===== config.mk =====
export PLATFORM = sky130hd
export DESIGN_NAME = landmark_payload_encoder_flat
export DESIGN_NICKNAME = d
export VERILOG_FILES = /design/src/rtl/core/lpe_pkg.sv /design/src/rtl/core/lpe_item_if.sv /design/src/rtl/core/lpe_result_if.sv /design/src/rtl/core/landmark_payload_encoder.sv /design/src/flat_wrapper.sv
export SDC_FILE = /design/constraint.sdc
export NUM_CORES = 2
export LEC_CHECK = 0
export ABC_AREA = 1
export BUFFER_PORTS_ARGS = -buffer_cell sky130_fd_sc_hd__buf_4
export CAP_MARGIN = 20
export CORE_ASPECT_RATIO = 0.7
export CORE_MARGIN = 10
export CORE_UTILIZATION = 46
export DETAILED_ROUTE_END_ITERATION = 8
export PLACE_DENSITY_LB_ADDON = 0.1
export RECOVER_POWER = 50
export SYNTH_ARGS = -nofsm -noshare
export SYNTH_HDL_FRONTEND = slang
export SYNTH_SLANG_ARGS = --single-unit

===== constraint.sdc =====
create_clock -name clk -period 14.1 [get_ports clk]
set_clock_uncertainty 0.05 [all_clocks]
set_input_delay 2.82 -clock clk [delete_from_list [all_inputs] [get_ports clk]]
set_output_delay 2.82 -clock clk [all_outputs]
set_load 0.02 [all_outputs]

===== src/rtl/core/lpe_pkg.sv =====
`timescale 1ns / 1ps
// ----------------------------------------------------------------------------
// Landmark payload encoder package
// Shared item types, register indexes and encoding constants.
// ----------------------------------------------------------------------------
package lpe_pkg;

  // Configuration port geometry.
  localparam int CFG_INDEX_W = 3;
  localparam int CFG_DATA_W  = 16;

  // Largest number of payload bytes that one item can cause.
  localparam int MAX_BYTES = 12;
  localparam int CNT_W     = $clog2(MAX_BYTES + 1);

  // Register indexes on the configuration port.
  typedef enum logic [CFG_INDEX_W-1:0] {
    REG_MARK_TYPE    = 3'd0,
    REG_TIME_TO_LIVE = 3'd1,
    REG_LAYER        = 3'd2,
    REG_WIND_ENABLE  = 3'd3,
    REG_WIND_SECTORS = 3'd4,
    REG_DIAMETER_M   = 3'd5,
    REG_ALT_LOW      = 3'd6,
    REG_ALT_HIGH     = 3'd7
  } reg_index_t;

  // Item commands.
  localparam logic CMD_COORD = 1'b0;
  localparam logic CMD_TEXT  = 1'b1;

  // Landmark type codes that change the byte layout.
  localparam logic [3:0] TYPE_TEXT      = 4'd0;
  localparam logic [3:0] TYPE_LINE_LO   = 4'd1;
  localparam logic [3:0] TYPE_LINE_HI   = 4'd4;
  localparam logic [3:0] TYPE_CIRCLE_A  = 4'd5;
  localparam logic [3:0] TYPE_CIRCLE_B  = 4'd6;
  localparam logic [3:0] TYPE_AREA_ALT  = 4'd8;
  localparam logic [3:0] TYPE_CIRC_ALT  = 4'd9;

  // Coordinates are degrees scaled by 2^23.
  localparam int          DEG_SHIFT  = 23;
  localparam logic [31:0] HALF_DEG   = 32'h0040_0000;
  localparam logic [31:0] LAT_BOUND  = 32'd754974720;   // 90 degrees
  localparam logic [31:0] LON_BOUND  = 32'd1509949440;  // 180 degrees
  localparam logic [16:0] LAT_SCALE  = 17'd93206;
  localparam logic [16:0] LON_SCALE  = 17'd46603;

  // Compressed form: fraction times 32767, clamped.
  localparam int          FRAC_SHIFT = 15;
  localparam logic [14:0] FRAC_MAX   = 15'd16383;

  // Diameter: q = diameter / 50 by reciprocal multiply, exact over 16 bits.
  localparam logic [16:0] DIAM_RECIP = 17'd83887;
  localparam int          DIAM_SHIFT = 22;
  localparam logic [10:0] DIAM_LIN   = 11'h07F;
  localparam logic [7:0]  DIAM_HMAX  = 8'h7F;
  localparam logic [7:0]  DIAM_FLAG  = 8'h80;

  // Header bit that marks the wind byte.
  localparam logic [7:0]  WIND_FLAG  = 8'h10;

  typedef struct packed {
    logic              cmd;
    logic signed [31:0] latitude;
    logic signed [31:0] longitude;
    logic [7:0]        text_byte;
    logic              last_item;
  } item_t;

  typedef struct packed {
    logic [7:0] out_byte;
    logic       last_byte;
  } result_t;

endpackage


===== src/rtl/core/lpe_item_if.sv =====
`timescale 1ns / 1ps
// ----------------------------------------------------------------------------
// Landmark input item channel
// Valid/ready channel that carries one coordinate or text item.
// ----------------------------------------------------------------------------
interface lpe_item_if;
  logic           valid;
  logic           ready;
  lpe_pkg::item_t payload;

  modport source (output valid, output payload, input ready);
  modport sink   (input valid, input payload, output ready);
endinterface


===== src/rtl/core/lpe_result_if.sv =====
`timescale 1ns / 1ps
// ----------------------------------------------------------------------------
// Landmark result channel
// Valid/ready channel that carries one payload byte.
// ----------------------------------------------------------------------------
interface lpe_result_if;
  logic             valid;
  logic             ready;
  lpe_pkg::result_t payload;

  modport source (output valid, output payload, input ready);
  modport sink   (input valid, input payload, output ready);
endinterface


===== src/rtl/core/landmark_payload_encoder.sv =====
`timescale 1ns / 1ps
// ----------------------------------------------------------------------------
// Landmark payload encoder
// Turns landmark registers and a stream of coordinate and text items into
// the landmark payload, one byte per result item.
// ----------------------------------------------------------------------------
// An accepted item passes an input register and a multiply register, and its
// bytes are then loaded into a 12-entry output shift register, from which its
// first byte can leave. That shift register hands out one byte per cycle while
// the receiver is ready, and an item yields up to 12 bytes for a first
// coordinate with header, 4 for later line coordinates, 6 to 9 for a first
// coordinate whose header went out with an earlier item, 1 for text. Items that
// yield no byte pass through without being loaded into the shift register. The
// front stages keep accepting while earlier bytes drain, until both hold a
// waiting item, so the sustained rate is one byte per cycle while the receiver is ready.
// Configuration registers may be written only while no item is in flight.
// ----------------------------------------------------------------------------
module landmark_payload_encoder (
  input  logic                            clk,
  input  logic                            rst,
  input  logic                            wr_en,
  input  logic [lpe_pkg::CFG_INDEX_W-1:0] wr_index,
  input  logic [lpe_pkg::CFG_DATA_W-1:0]  wr_data,
  lpe_item_if.sink                        items,
  lpe_result_if.source                    results
);

  localparam int CNT_W_L = lpe_pkg::CNT_W;

  typedef struct packed {
    logic hdr;
    logic absf;
    logic rel;
    logic text;
    logic circ;
    logic last;
  } flags_t;

  // Per-axis values between the multiply stage and the byte stage.
  typedef struct packed {
    logic [47:0] prod;
    logic        neg;
    logic        dm0;
    logic [22:0] rmag;
    logic        fneg;
  } axis_t;

  // Magnitude of a 32-bit two's complement value.
  function automatic logic [31:0] mag32(input logic [31:0] v);
    return v[31] ? (~v + 32'd1) : v;
  endfunction

  // Prepares one axis: scaled product (zero beyond the bound) and compressed-form terms.
  function automatic axis_t axis_prep(input logic [31:0] s, input logic [31:0] bound,
                                      input logic [16:0] scale);
    axis_t       a;
    logic [31:0] m;
    logic [30:0] mc;
    logic [32:0] rsum;
    logic [9:0]  dm;
    logic [33:0] r;
    logic [33:0] rabs;
    m    = mag32(s);
    mc   = (m > bound) ? 31'd0 : m[30:0];
    rsum = {1'b0, m} + {1'b0, lpe_pkg::HALF_DEG};
    dm   = rsum[32:23];
    r    = {2'b00, m} - {1'b0, dm, 23'd0};
    rabs = r[33] ? (34'd0 - r) : r;
    a.prod = 48'(mc) * 48'(scale);
    a.neg  = s[31];
    a.dm0  = dm[0];
    a.rmag = rabs[22:0];
    a.fneg = s[31] ^ r[33];
    return a;
  endfunction

  // Absolute form: rounded 24-bit value.
  function automatic logic [23:0] abs_word(input axis_t a);
    logic [47:0] sum;
    logic [24:0] q;
    sum = a.prod + 48'(lpe_pkg::HALF_DEG);
    q   = sum[47:23];
    return a.neg ? 24'(25'd0 - q) : q[23:0];
  endfunction

  // Compressed form: 15-bit fraction and odd-degree bit.
  function automatic logic [15:0] rel_word(input axis_t a);
    logic [37:0] p;
    logic [14:0] fm;
    logic [14:0] fw;
    p  = {a.rmag, 15'd0} - {15'd0, a.rmag};
    fm = p[37:23];
    if (fm > lpe_pkg::FRAC_MAX) begin
      fm = lpe_pkg::FRAC_MAX;
    end
    fw = a.fneg ? (15'd0 - fm) : fm;
    return {a.dm0, fw};
  endfunction

  // Configuration registers.
  logic [3:0]        mark_type;
  logic [3:0]        time_to_live;
  logic [3:0]        layer;
  logic              wind_enable;
  logic [7:0]        wind_sectors;
  logic [15:0]       diameter_m;
  logic signed [7:0] alt_low;
  logic signed [7:0] alt_high;

  // Message state.
  logic header_done;
  logic message_closed;
  logic coord_seen;
  logic coord_next;

  // Decisions for the item at the input.
  logic   is_line;
  logic   is_circle;
  logic   coord_prior;
  flags_t acc_flags;
  logic   item_acc;

  // Stage registers.
  logic               s1_valid;
  flags_t             s1_flags;
  logic signed [31:0] s1_lat;
  logic signed [31:0] s1_lon;
  logic [7:0]         s1_text;

  logic       s2_valid;
  flags_t     s2_flags;
  axis_t      s2_lat;
  axis_t      s2_lon;
  logic [7:0] s2_text;
  logic [7:0] s2_diam;

  logic [CNT_W_L-1:0] rem;
  logic [7:0]         s3_bytes [lpe_pkg::MAX_BYTES];
  logic               s3_last;

  // Pipeline control.
  logic s2_nonempty;
  logic s3_free;
  logic load3;
  logic s2_ready;
  logic res_acc;

  // Diameter code.
  logic [32:0] diam_prod;
  logic [10:0] diam_q;
  logic [7:0]  diam_h;
  logic [7:0]  diam_code;

  // Byte list for the item in stage two.
  logic [7:0]         pack_bytes [lpe_pkg::MAX_BYTES];
  logic [CNT_W_L-1:0] pos;
  logic [23:0]        lat_abs;
  logic [23:0]        lon_abs;
  logic [15:0]        lat_rel;
  logic [15:0]        lon_rel;

  // Configuration writes.
  always_ff @(posedge clk) begin
    if (rst) begin
      mark_type    <= '0;
      time_to_live <= '0;
      layer        <= '0;
      wind_enable  <= 1'b0;
      wind_sectors <= '0;
      diameter_m   <= '0;
      alt_low      <= '0;
      alt_high     <= '0;
    end else if (wr_en) begin
      unique case (lpe_pkg::reg_index_t'(wr_index))
        lpe_pkg::REG_MARK_TYPE:    mark_type    <= wr_data[3:0];
        lpe_pkg::REG_TIME_TO_LIVE: time_to_live <= wr_data[3:0];
        lpe_pkg::REG_LAYER:        layer        <= wr_data[3:0];
        lpe_pkg::REG_WIND_ENABLE:  wind_enable  <= wr_data[0];
        lpe_pkg::REG_WIND_SECTORS: wind_sectors <= wr_data[7:0];
        lpe_pkg::REG_DIAMETER_M:   diameter_m   <= wr_data;
        lpe_pkg::REG_ALT_LOW:      alt_low      <= wr_data[7:0];
        lpe_pkg::REG_ALT_HIGH:     alt_high     <= wr_data[7:0];
        default: ;
      endcase
    end
  end

  // Decide at acceptance which parts of the payload this item produces.
  always_comb begin
    is_line   = ((mark_type >= lpe_pkg::TYPE_LINE_LO) && (mark_type <= lpe_pkg::TYPE_LINE_HI))
                || (mark_type == lpe_pkg::TYPE_AREA_ALT);
    is_circle = (mark_type == lpe_pkg::TYPE_CIRCLE_A) || (mark_type == lpe_pkg::TYPE_CIRCLE_B)
                || (mark_type == lpe_pkg::TYPE_CIRC_ALT);
    coord_prior    = coord_seen && !message_closed;
    coord_next     = coord_prior;
    acc_flags      = '0;
    acc_flags.hdr  = !(header_done && !message_closed);
    acc_flags.last = items.payload.last_item;
    if (items.payload.cmd == lpe_pkg::CMD_COORD) begin
      if (is_line) begin
        acc_flags.rel  = coord_prior;
        acc_flags.absf = !coord_prior;
        coord_next     = 1'b1;
      end else if (((mark_type == lpe_pkg::TYPE_TEXT) || is_circle) && !coord_prior) begin
        acc_flags.absf = 1'b1;
        acc_flags.circ = is_circle;
        coord_next     = 1'b1;
      end
    end else if ((mark_type == lpe_pkg::TYPE_TEXT) && coord_prior) begin
      acc_flags.text = 1'b1;
    end
  end

  // Handshake and stage advance.
  assign s2_nonempty = s2_flags.hdr | s2_flags.absf | s2_flags.rel | s2_flags.text;
  assign res_acc     = results.valid && results.ready;
  assign s3_free     = (rem == '0) || (results.ready && (rem == CNT_W_L'(1)));
  assign load3       = s2_valid && s2_nonempty && s3_free;
  assign s2_ready    = !s2_valid || !s2_nonempty || s3_free;
  assign items.ready = !s1_valid || s2_ready;
  assign item_acc    = items.valid && items.ready;

  // Message state follows each accepted item.
  always_ff @(posedge clk) begin
    if (rst) begin
      header_done    <= 1'b0;
      message_closed <= 1'b0;
      coord_seen     <= 1'b0;
    end else if (item_acc) begin
      header_done    <= 1'b1;
      message_closed <= items.payload.last_item;
      coord_seen     <= coord_next;
    end
  end

  // Input register.
  always_ff @(posedge clk) begin
    if (rst) begin
      s1_valid <= 1'b0;
    end else if (items.ready) begin
      s1_valid <= items.valid;
    end
  end

  always_ff @(posedge clk) begin
    if (item_acc) begin
      s1_flags <= acc_flags;
      s1_lat   <= items.payload.latitude;
      s1_lon   <= items.payload.longitude;
      s1_text  <= items.payload.text_byte;
    end
  end

  // Diameter divided by 50 through a reciprocal multiply, then the byte code.
  always_comb begin
    diam_prod = 33'(diameter_m) * 33'(lpe_pkg::DIAM_RECIP);
    diam_q    = diam_prod[lpe_pkg::DIAM_SHIFT+10:lpe_pkg::DIAM_SHIFT];
    diam_h    = (diam_q[10:3] > lpe_pkg::DIAM_HMAX) ? lpe_pkg::DIAM_HMAX : diam_q[10:3];
    diam_code = (diam_q > lpe_pkg::DIAM_LIN) ? (lpe_pkg::DIAM_FLAG + diam_h) : diam_q[7:0];
  end

  // Multiply stage.
  always_ff @(posedge clk) begin
    if (rst) begin
      s2_valid <= 1'b0;
    end else if (s2_ready) begin
      s2_valid <= s1_valid;
    end
  end

  always_ff @(posedge clk) begin
    if (s1_valid && s2_ready) begin
      s2_flags <= s1_flags;
      s2_lat   <= axis_prep(s1_lat, lpe_pkg::LAT_BOUND, lpe_pkg::LAT_SCALE);
      s2_lon   <= axis_prep(s1_lon, lpe_pkg::LON_BOUND, lpe_pkg::LON_SCALE);
      s2_text  <= s1_text;
      s2_diam  <= diam_code;
    end
  end

  // Lay out the bytes of this item in transmit order.
  always_comb begin
    lat_abs    = abs_word(s2_lat);
    lon_abs    = abs_word(s2_lon);
    lat_rel    = rel_word(s2_lat);
    lon_rel    = rel_word(s2_lon);
    pack_bytes = '{default: 8'h00};
    pos        = '0;
    if (s2_flags.hdr) begin
      pack_bytes[pos] = {time_to_live, mark_type};
      pos = pos + CNT_W_L'(1);
      pack_bytes[pos] = {4'h0, layer} | (wind_enable ? lpe_pkg::WIND_FLAG : 8'h00);
      pos = pos + CNT_W_L'(1);
      if (wind_enable) begin
        pack_bytes[pos] = wind_sectors;
        pos = pos + CNT_W_L'(1);
      end
      if (mark_type == lpe_pkg::TYPE_AREA_ALT) begin
        pack_bytes[pos] = alt_low;
        pos = pos + CNT_W_L'(1);
        pack_bytes[pos] = alt_high;
        pos = pos + CNT_W_L'(1);
      end
    end
    if (s2_flags.absf) begin
      pack_bytes[pos] = lat_abs[7:0];
      pos = pos + CNT_W_L'(1);
      pack_bytes[pos] = lat_abs[15:8];
      pos = pos + CNT_W_L'(1);
      pack_bytes[pos] = lat_abs[23:16];
      pos = pos + CNT_W_L'(1);
      pack_bytes[pos] = lon_abs[7:0];
      pos = pos + CNT_W_L'(1);
      pack_bytes[pos] = lon_abs[15:8];
      pos = pos + CNT_W_L'(1);
      pack_bytes[pos] = lon_abs[23:16];
      pos = pos + CNT_W_L'(1);
      if (s2_flags.circ) begin
        pack_bytes[pos] = s2_diam;
        pos = pos + CNT_W_L'(1);
        if (mark_type == lpe_pkg::TYPE_CIRC_ALT) begin
          pack_bytes[pos] = alt_low;
          pos = pos + CNT_W_L'(1);
          pack_bytes[pos] = alt_high;
          pos = pos + CNT_W_L'(1);
        end
      end
    end
    if (s2_flags.rel) begin
      pack_bytes[pos] = lat_rel[7:0];
      pos = pos + CNT_W_L'(1);
      pack_bytes[pos] = lat_rel[15:8];
      pos = pos + CNT_W_L'(1);
      pack_bytes[pos] = lon_rel[7:0];
      pos = pos + CNT_W_L'(1);
      pack_bytes[pos] = lon_rel[15:8];
      pos = pos + CNT_W_L'(1);
    end
    if (s2_flags.text) begin
      pack_bytes[pos] = s2_text;
      pos = pos + CNT_W_L'(1);
    end
  end

  // Output shift register: the head byte is shown, the rest move up on each take.
  always_ff @(posedge clk) begin
    if (rst) begin
      rem <= '0;
    end else if (load3) begin
      rem <= pos;
    end else if (res_acc) begin
      rem <= rem - CNT_W_L'(1);
    end
  end

  always_ff @(posedge clk) begin
    if (load3) begin
      s3_bytes <= pack_bytes;
      s3_last  <= s2_flags.last;
    end else if (res_acc) begin
      for (int i = 0; i < lpe_pkg::MAX_BYTES - 1; i++) begin
        s3_bytes[i] <= s3_bytes[i+1];
      end
    end
  end

  assign results.valid             = (rem != '0);
  assign results.payload.out_byte  = s3_bytes[0];
  assign results.payload.last_byte = s3_last && (rem == CNT_W_L'(1));

`ifndef SYNTH
  // A loaded byte list is never empty.
  a_load_nonempty: assert property (@(posedge clk) disable iff (rst)
    load3 |=> results.valid)
    else $error("output stage loaded with no bytes");

  // A closing item closes the message.
  a_close: assert property (@(posedge clk) disable iff (rst)
    item_acc && items.payload.last_item |=> message_closed)
    else $error("message not closed after last item");

  // The first item of a message carries the header.
  a_header: assert property (@(posedge clk) disable iff (rst)
    item_acc && (message_closed || !header_done) |=> s1_flags.hdr)
    else $error("first item of message lost its header");

  // A stalled item in the multiply stage is held.
  a_s2_hold: assert property (@(posedge clk) disable iff (rst)
    s2_valid && !s2_ready |=> s2_valid)
    else $error("multiply stage dropped an item");
`endif

endmodule

===== src/flat_wrapper.sv =====
// flat-port wrapper written by rule: the top's interface ports become plain ports
module landmark_payload_encoder_flat 
  (clk, rst, wr_en, wr_index, wr_data, items_valid, items_payload, items_ready, results_valid, results_payload, results_ready);
  lpe_item_if items_i ();
  lpe_result_if results_i ();
  input  logic clk;
  input  logic rst;
  input  logic wr_en;
  input  logic [lpe_pkg::CFG_INDEX_W-1:0] wr_index;
  input  logic [lpe_pkg::CFG_DATA_W-1:0] wr_data;
  input wire logic [$bits(items_i.valid)-1:0] items_valid;
  input wire logic [$bits(items_i.payload)-1:0] items_payload;
  output wire logic [$bits(items_i.ready)-1:0] items_ready;
  output wire logic [$bits(results_i.valid)-1:0] results_valid;
  output wire logic [$bits(results_i.payload)-1:0] results_payload;
  input wire logic [$bits(results_i.ready)-1:0] results_ready;
  assign items_i.valid = items_valid;
  assign items_i.payload = items_payload;
  assign items_ready = items_i.ready;
  assign results_valid = results_i.valid;
  assign results_payload = results_i.payload;
  assign results_i.ready = results_ready;
  landmark_payload_encoder u_core (.clk(clk), .rst(rst), .wr_en(wr_en), .wr_index(wr_index), .wr_data(wr_data), .items(items_i), .results(results_i));
endmodule

# After elaboration in Yosys (flattened, before gate mapping)
# Cells that the tools add are included.
# W data, S select, Z words.
[totals]
in_bits = 98
wordCells = 317
reg_bits = 404
[classes]
eq_ne = 12
order_cmp = 40
add_sub_neg = 34
mul = 3
muxes = 91
bitwise_logic = 26
reduce_logical = 57
[ops]
columns = ["operator", "n"]
rows = [
  ["$bwmux W96", 16],
  ["$mux W96", 7],
  ["$demux W8 S4", 16],
  ["$mux W88", 2],
  ["$mux W8", 20],
  ["$add A47 B23 Y47 const B", 2],
  ["$ge A5 B5 Y1 const B", 16],
  ["$lt A5 B1 Y1 const B", 16],
  ["$not A4 Y5", 16],
  ["$sub A38 B23 Y38", 2],
  ["$sub A32 B33 Y34", 2],
  ["$add A32 B23 Y33 const B", 2],
  ["$add A32 B1 Y32 const B", 2],
  ["$add A4 B1 Y4 const B", 16],
  ["$mux W32", 2],
  ["$not A32 Y32", 2],
  ["$mux W31", 2],
  ["$mux W15", 4],
  ["$mux W24", 2],
  ["$sub A1 B24 Y24 const A", 2],
  ["$mul A31 B16 Y47 const B", 1],
  ["$mul A31 B16 Y46 const B", 1],
  ["$mux W23", 2],
  ["$sub A1 B23 Y23 const A", 2],
  ["34 further kinds", 108],
]

# Logic depth before layout (Yosys ltp)
[logic_depth]
word_depth = 31
ltp_mapped = 49
depth_no_buf = 48

# Worst setup path after synthesis
# OpenSTA, ideal clock, no wires.
[synth_path]
path_type = "in2reg"
from = "input results_ready"
to = "register u_core.rem[0]"
required_time_ns = 13.926
path_slack_ns = 3.296
arrival_time_ns = 10.630
path_buffers = 0
cell_stages = 5
setup_ns = 0.124
cell_sequence = "inv_1 > o21ai_0 > inv_1 > o211ai_1 > inv_1"
[synth_between]
elab_chain_cells = 4
[synth_rtl]
columns = ["element", "line_no", "text"]
rows = [
  ["from (decl)", "flat_wrapper.sv:16", "input wire logic [$bits(results_i.ready)-1:0] results_ready;"],
  ["$logic_and A1 B1 Y1", "landmark_payload_encoder.sv:217", "assign s3_free = (rem == '0) || (results.ready && (rem == CNT_W_L'(1)));"],
  ["$logic_or A1 B1 Y1", "landmark_payload_encoder.sv:217", ""],
  ["$logic_and A1 B1 Y1", "landmark_payload_encoder.sv:218", "assign load3 = s2_valid && s2_nonempty && s3_free;"],
  ["$mux W4 / $reduce_bool A2 Y1 (equally long branches)", "--", ""],
  ["to (signal assigned)", "landmark_payload_encoder.sv:350", "rem <= pos;"],
  ["to (signal assigned)", "landmark_payload_encoder.sv:352", "rem <= rem - CNT_W_L'(1);"],
  ["to (decl)", "landmark_payload_encoder.sv:137", "logic [CNT_W_L-1:0] rem;"],
]
# Several ways; a longest one is shown, not always the timed one.
# A chain may end at the register's enable or synchronous reset.

# Worst setup path after layout
[layout_path]
from = "register u_core.s1_lon[31]"
to = "register u_core.s2_lon[71] (netlist name) (data pin)"
[layout_between]
elab_chain_cells = 6
[layout_rtl]
columns = ["element", "line_no", "text"]
rows = [
  ["from (decl)", "landmark_payload_encoder.sv:127", "logic signed [31:0] s1_lon;"],
  ["from (signal assigned)", "landmark_payload_encoder.sv:249", "s1_lon <= items.payload.longitude;"],
  ["$not A32 Y32", "landmark_payload_encoder.sv:50", "return v[31] ? (~v + 32'd1) : v;"],
  ["$add A32 B1 Y32", "landmark_payload_encoder.sv:50", ""],
  ["$mux W32 *", "landmark_payload_encoder.sv:50", ""],
  ["$gt A32 B31 Y1", "landmark_payload_encoder.sv:64", "mc = (m > bound) ? 31'd0 : m[30:0];"],
  ["$mux W31 *", "landmark_payload_encoder.sv:64", ""],
  ["$mul A31 B16 Y47 *", "landmark_payload_encoder.sv:69", "a.prod = 48'(mc) * 48'(scale);"],
  ["to (signal assigned)", "landmark_payload_encoder.sv:275", "s2_lon <= axis_prep(s1_lon, lpe_pkg::LON_BOUND, lpe_pkg::LON_SCALE);"],
  ["to (decl)", "landmark_payload_encoder.sv:133", "axis_t s2_lon;"],
]
# Every way passes the cells marked *; elsewhere a longest branch is shown, timed or not.

==> impl_metrics.yaml <==
floorplan:
  fp.dieArea_sq_mm: 0.147
  die_w_um: 454
  fp.dieH_um: 324
  core_sq_mm: 0.131
  start_util: 0.463
  rows: 111
  io_pins: 109
worst_setup_path:
  cp_slowest_cell: "clkbuf_1"
  path_class: "reg -> reg"
  cp-end-kind: "register"
  critical_path.startpoint_type: "register"
  slowest_delay_ns: 0.74
  critPathMaxFanout: 24
  worstPathArrival_ns: 10.72
  crit_top_cell: "inv_1"
  required_ns: 14.44
final_layout:
  multi_input_area_sq_mm: 0.0428
  drive_gt1_frac: 0.0336
  seq_area_sq_mm: 0.0102
  area_growth_pct: 6.25
  nets: 10300
  fill_cells: 13700
timing:
  period_minus_slack_ns: 10.38
  setup-violations-final: 0
  tightestPinTransition_ns: 3.81
  fin_ws_ns: 3.72
  slew_violations: 295
  rsz0062_at_grt: "no"
  hold_viol_final: 0
  max_slew_margin: -1.54
  worst_hold_slack_ns: 0.365
  period_share: 0.736
  tns_ns: 0
  fmax_mhz: 96.3
global_route:
  grt_pass1_vias: 59600
  overflow: 0
  antenna_found_initial: 12
  grt_pass1_wl_mm: 378
  grt_util_all_layers: 0.337
  grt_max_degree: 92
clock_network:
  h-tree-depth: 2
  clockBufferDepth: 3
  clk_pin_slew_ns: 0.06
  cts_resized: 0
  clock_sinks: 361
  cts_tree: "done"
  clock_latency_ns: 0.66
  post_cts.repair.setup_buffers: 0
  cts-root-buf: "clkbuf_16"
  numCtsBuffers: 42
  ctsHoldBuffers: 0
placement:
  gp_congestion: 1.09
  dp_hpwl_mm: 210
  pre_cts_ws_ns: 4.46
  port_buffers: 108
synthesis:
  synth_cell_type_count: 69
  synth-seq-area-share: 0.169
  synth.avg_cell_area_sq_um: 6.44
  synth.most_common_cell: "nand2_1"
  synth_common_cells: "nand2_1, inv_1, o21ai_0"
  yosysWarnings: 0
  synth_edf_count: 299
  synth_top_flop_cell: "edfxtp_1"
  synth_cells: 9412
  syn_area_sq_mm: 0.0606
  yosysTopAreaCellShare: 0.161
  synthTopCellsByArea: "nand2_1, edfxtp_1, fa_1"
  synth_seq_cells: 361
  synth_top_area_cell: "nand2_1"
  synthArstFlopShare: 0
power:
  p_leak_nw: 33.4
  p_total_mw: 14.9
  vdd_drop_max_mv: 0.315
  p_per_area_mw_per_mm2: 231
routing:
  avgRoutedWirePerCell_um: 23.1
  dr.first_iter.drc_count: 8691
  vias: 64200
  drc_errors: 2
  avgViaCountPerCell: 5.77
  drt-pass1-iter-count: 9
  drt_wl_total_mm: 257
  antenna_left: 0
job:
  drv_cap: 7
status:
  violations: "design-rule violations, max-capacitance violations, max-slew violations"
  status: "finished with violations"
min_path:
  hold_class: "reg -> reg"
-- where the power goes --
part | leakage (nW) | internal, mW | switching (mW)
registers | 3.36 | 1.89 | 0.210
logic | 29.4 | 3.95 | 7.64
clock network | 0.703 | 0.700 | 0.500
total | 33.4 | 6.54 | 8.35
-- worst max-delay path, delay by kind of cell (launching register included) --
kind                       cells  cell delay (ns)
adders and majority gates      7             3.31
AOI/OAI and AO/OA              4             0.64
and+or+nand+nor               16             3.25
xor gates and xnor gates       2             0.36
buffers and inverters         10             2.16
DFF                            1             0.33
-- path summary, 6_finish.rpt --
check                                                 start                          end  slack [ns]  cells after the start
worst max register to register  u_core.s1_lon[31]$_DFFE_PP_  u_core.s2_lon[71]$_DFFE_PP_        3.72                     39
worst min-delay path            u_core.s1_text[2]$_DFFE_PP_  u_core.s2_text[2]$_DFFE_PP_        0.37                      0
worst max-delay path            u_core.s1_lon[31]$_DFFE_PP_  u_core.s2_lon[71]$_DFFE_PP_        3.72                     39
worst min register to register  u_core.s1_text[2]$_DFFE_PP_  u_core.s2_text[2]$_DFFE_PP_        0.37                      0
-- per-layer routing --
layer | vias up | routed length (um) | GRT usage
met5 | - | 171 | 0.00399
met4 | 14 | 9350 | 0.110
met3 | 515 | 32400 | 0.104
met2 | 3537 | 102000 | 0.473
met1 | 30200 | 113000 | 0.487
li1 | 29900 | - | -
-- cell usage in the layout (no fill, tap or decap), types with 78 or more instances in the layout --
master,netlist,final
o21ai_0,807,807
edfxtp_1,299,299
ha_1,488,488
nand2_1,2601,2601
xor2_1,165,162
a21oi_1,662,662
inv_1,1683,1681
nand3_1,602,602
nor2_1,720,719
fa_1,408,408
buf_4,20,78
-- layout make-up --
type	count	share of cell area
multi-input combinational	7045	0.665
inverter	1724	0.100
clock buffer	51	0.0173
clock inverter	24	0.00544
sequential	361	0.159
tap	1751	0.0340
timing repair buffer	174	0.0193
antenna	2	0.0000777
-- per-stage QoR --
stage	instances	instance area [sq um]	utilization
after floorplan	9416	60600	-
after global placement	11100	63000	0.481
after detailed placement	11100	63000	0.481
after CTS	11100	64500	0.493
after global routing	11100	64400	0.492
final	11100	64400	0.492
-- flip-flops by register name, indices dropped and copies added (netlist names), 6 cells and up --
signal,count
u_core.s2_diam,8
u_core.s1_flags,6
u_core.results.payload,8
u_core.s1_text,8
u_core.s2_flags,6
u_core.s2_lon,50
u_core.s2_text,8
u_core.alt_low,8
u_core.s1_lat,32
u_core.s2_lat,50
u_core.s3_bytes,88
u_core.alt_high,8
u_core.s1_lon,32
u_core.wind_sectors,8
u_core.diameter_m,16
-- kinds of logic after synthesis --
| family | share of synthesized area |
|---|---|
| compound gates | 0.158 |
| xor+xnor | 0.0317 |
| fa+ha+maj | 0.235 |
| buf+inv | 0.126 |
| flops | 0.169 |
| other cells | 0.000124 |
| simple gates | 0.280 |
(Power assumes the default switching activity.)
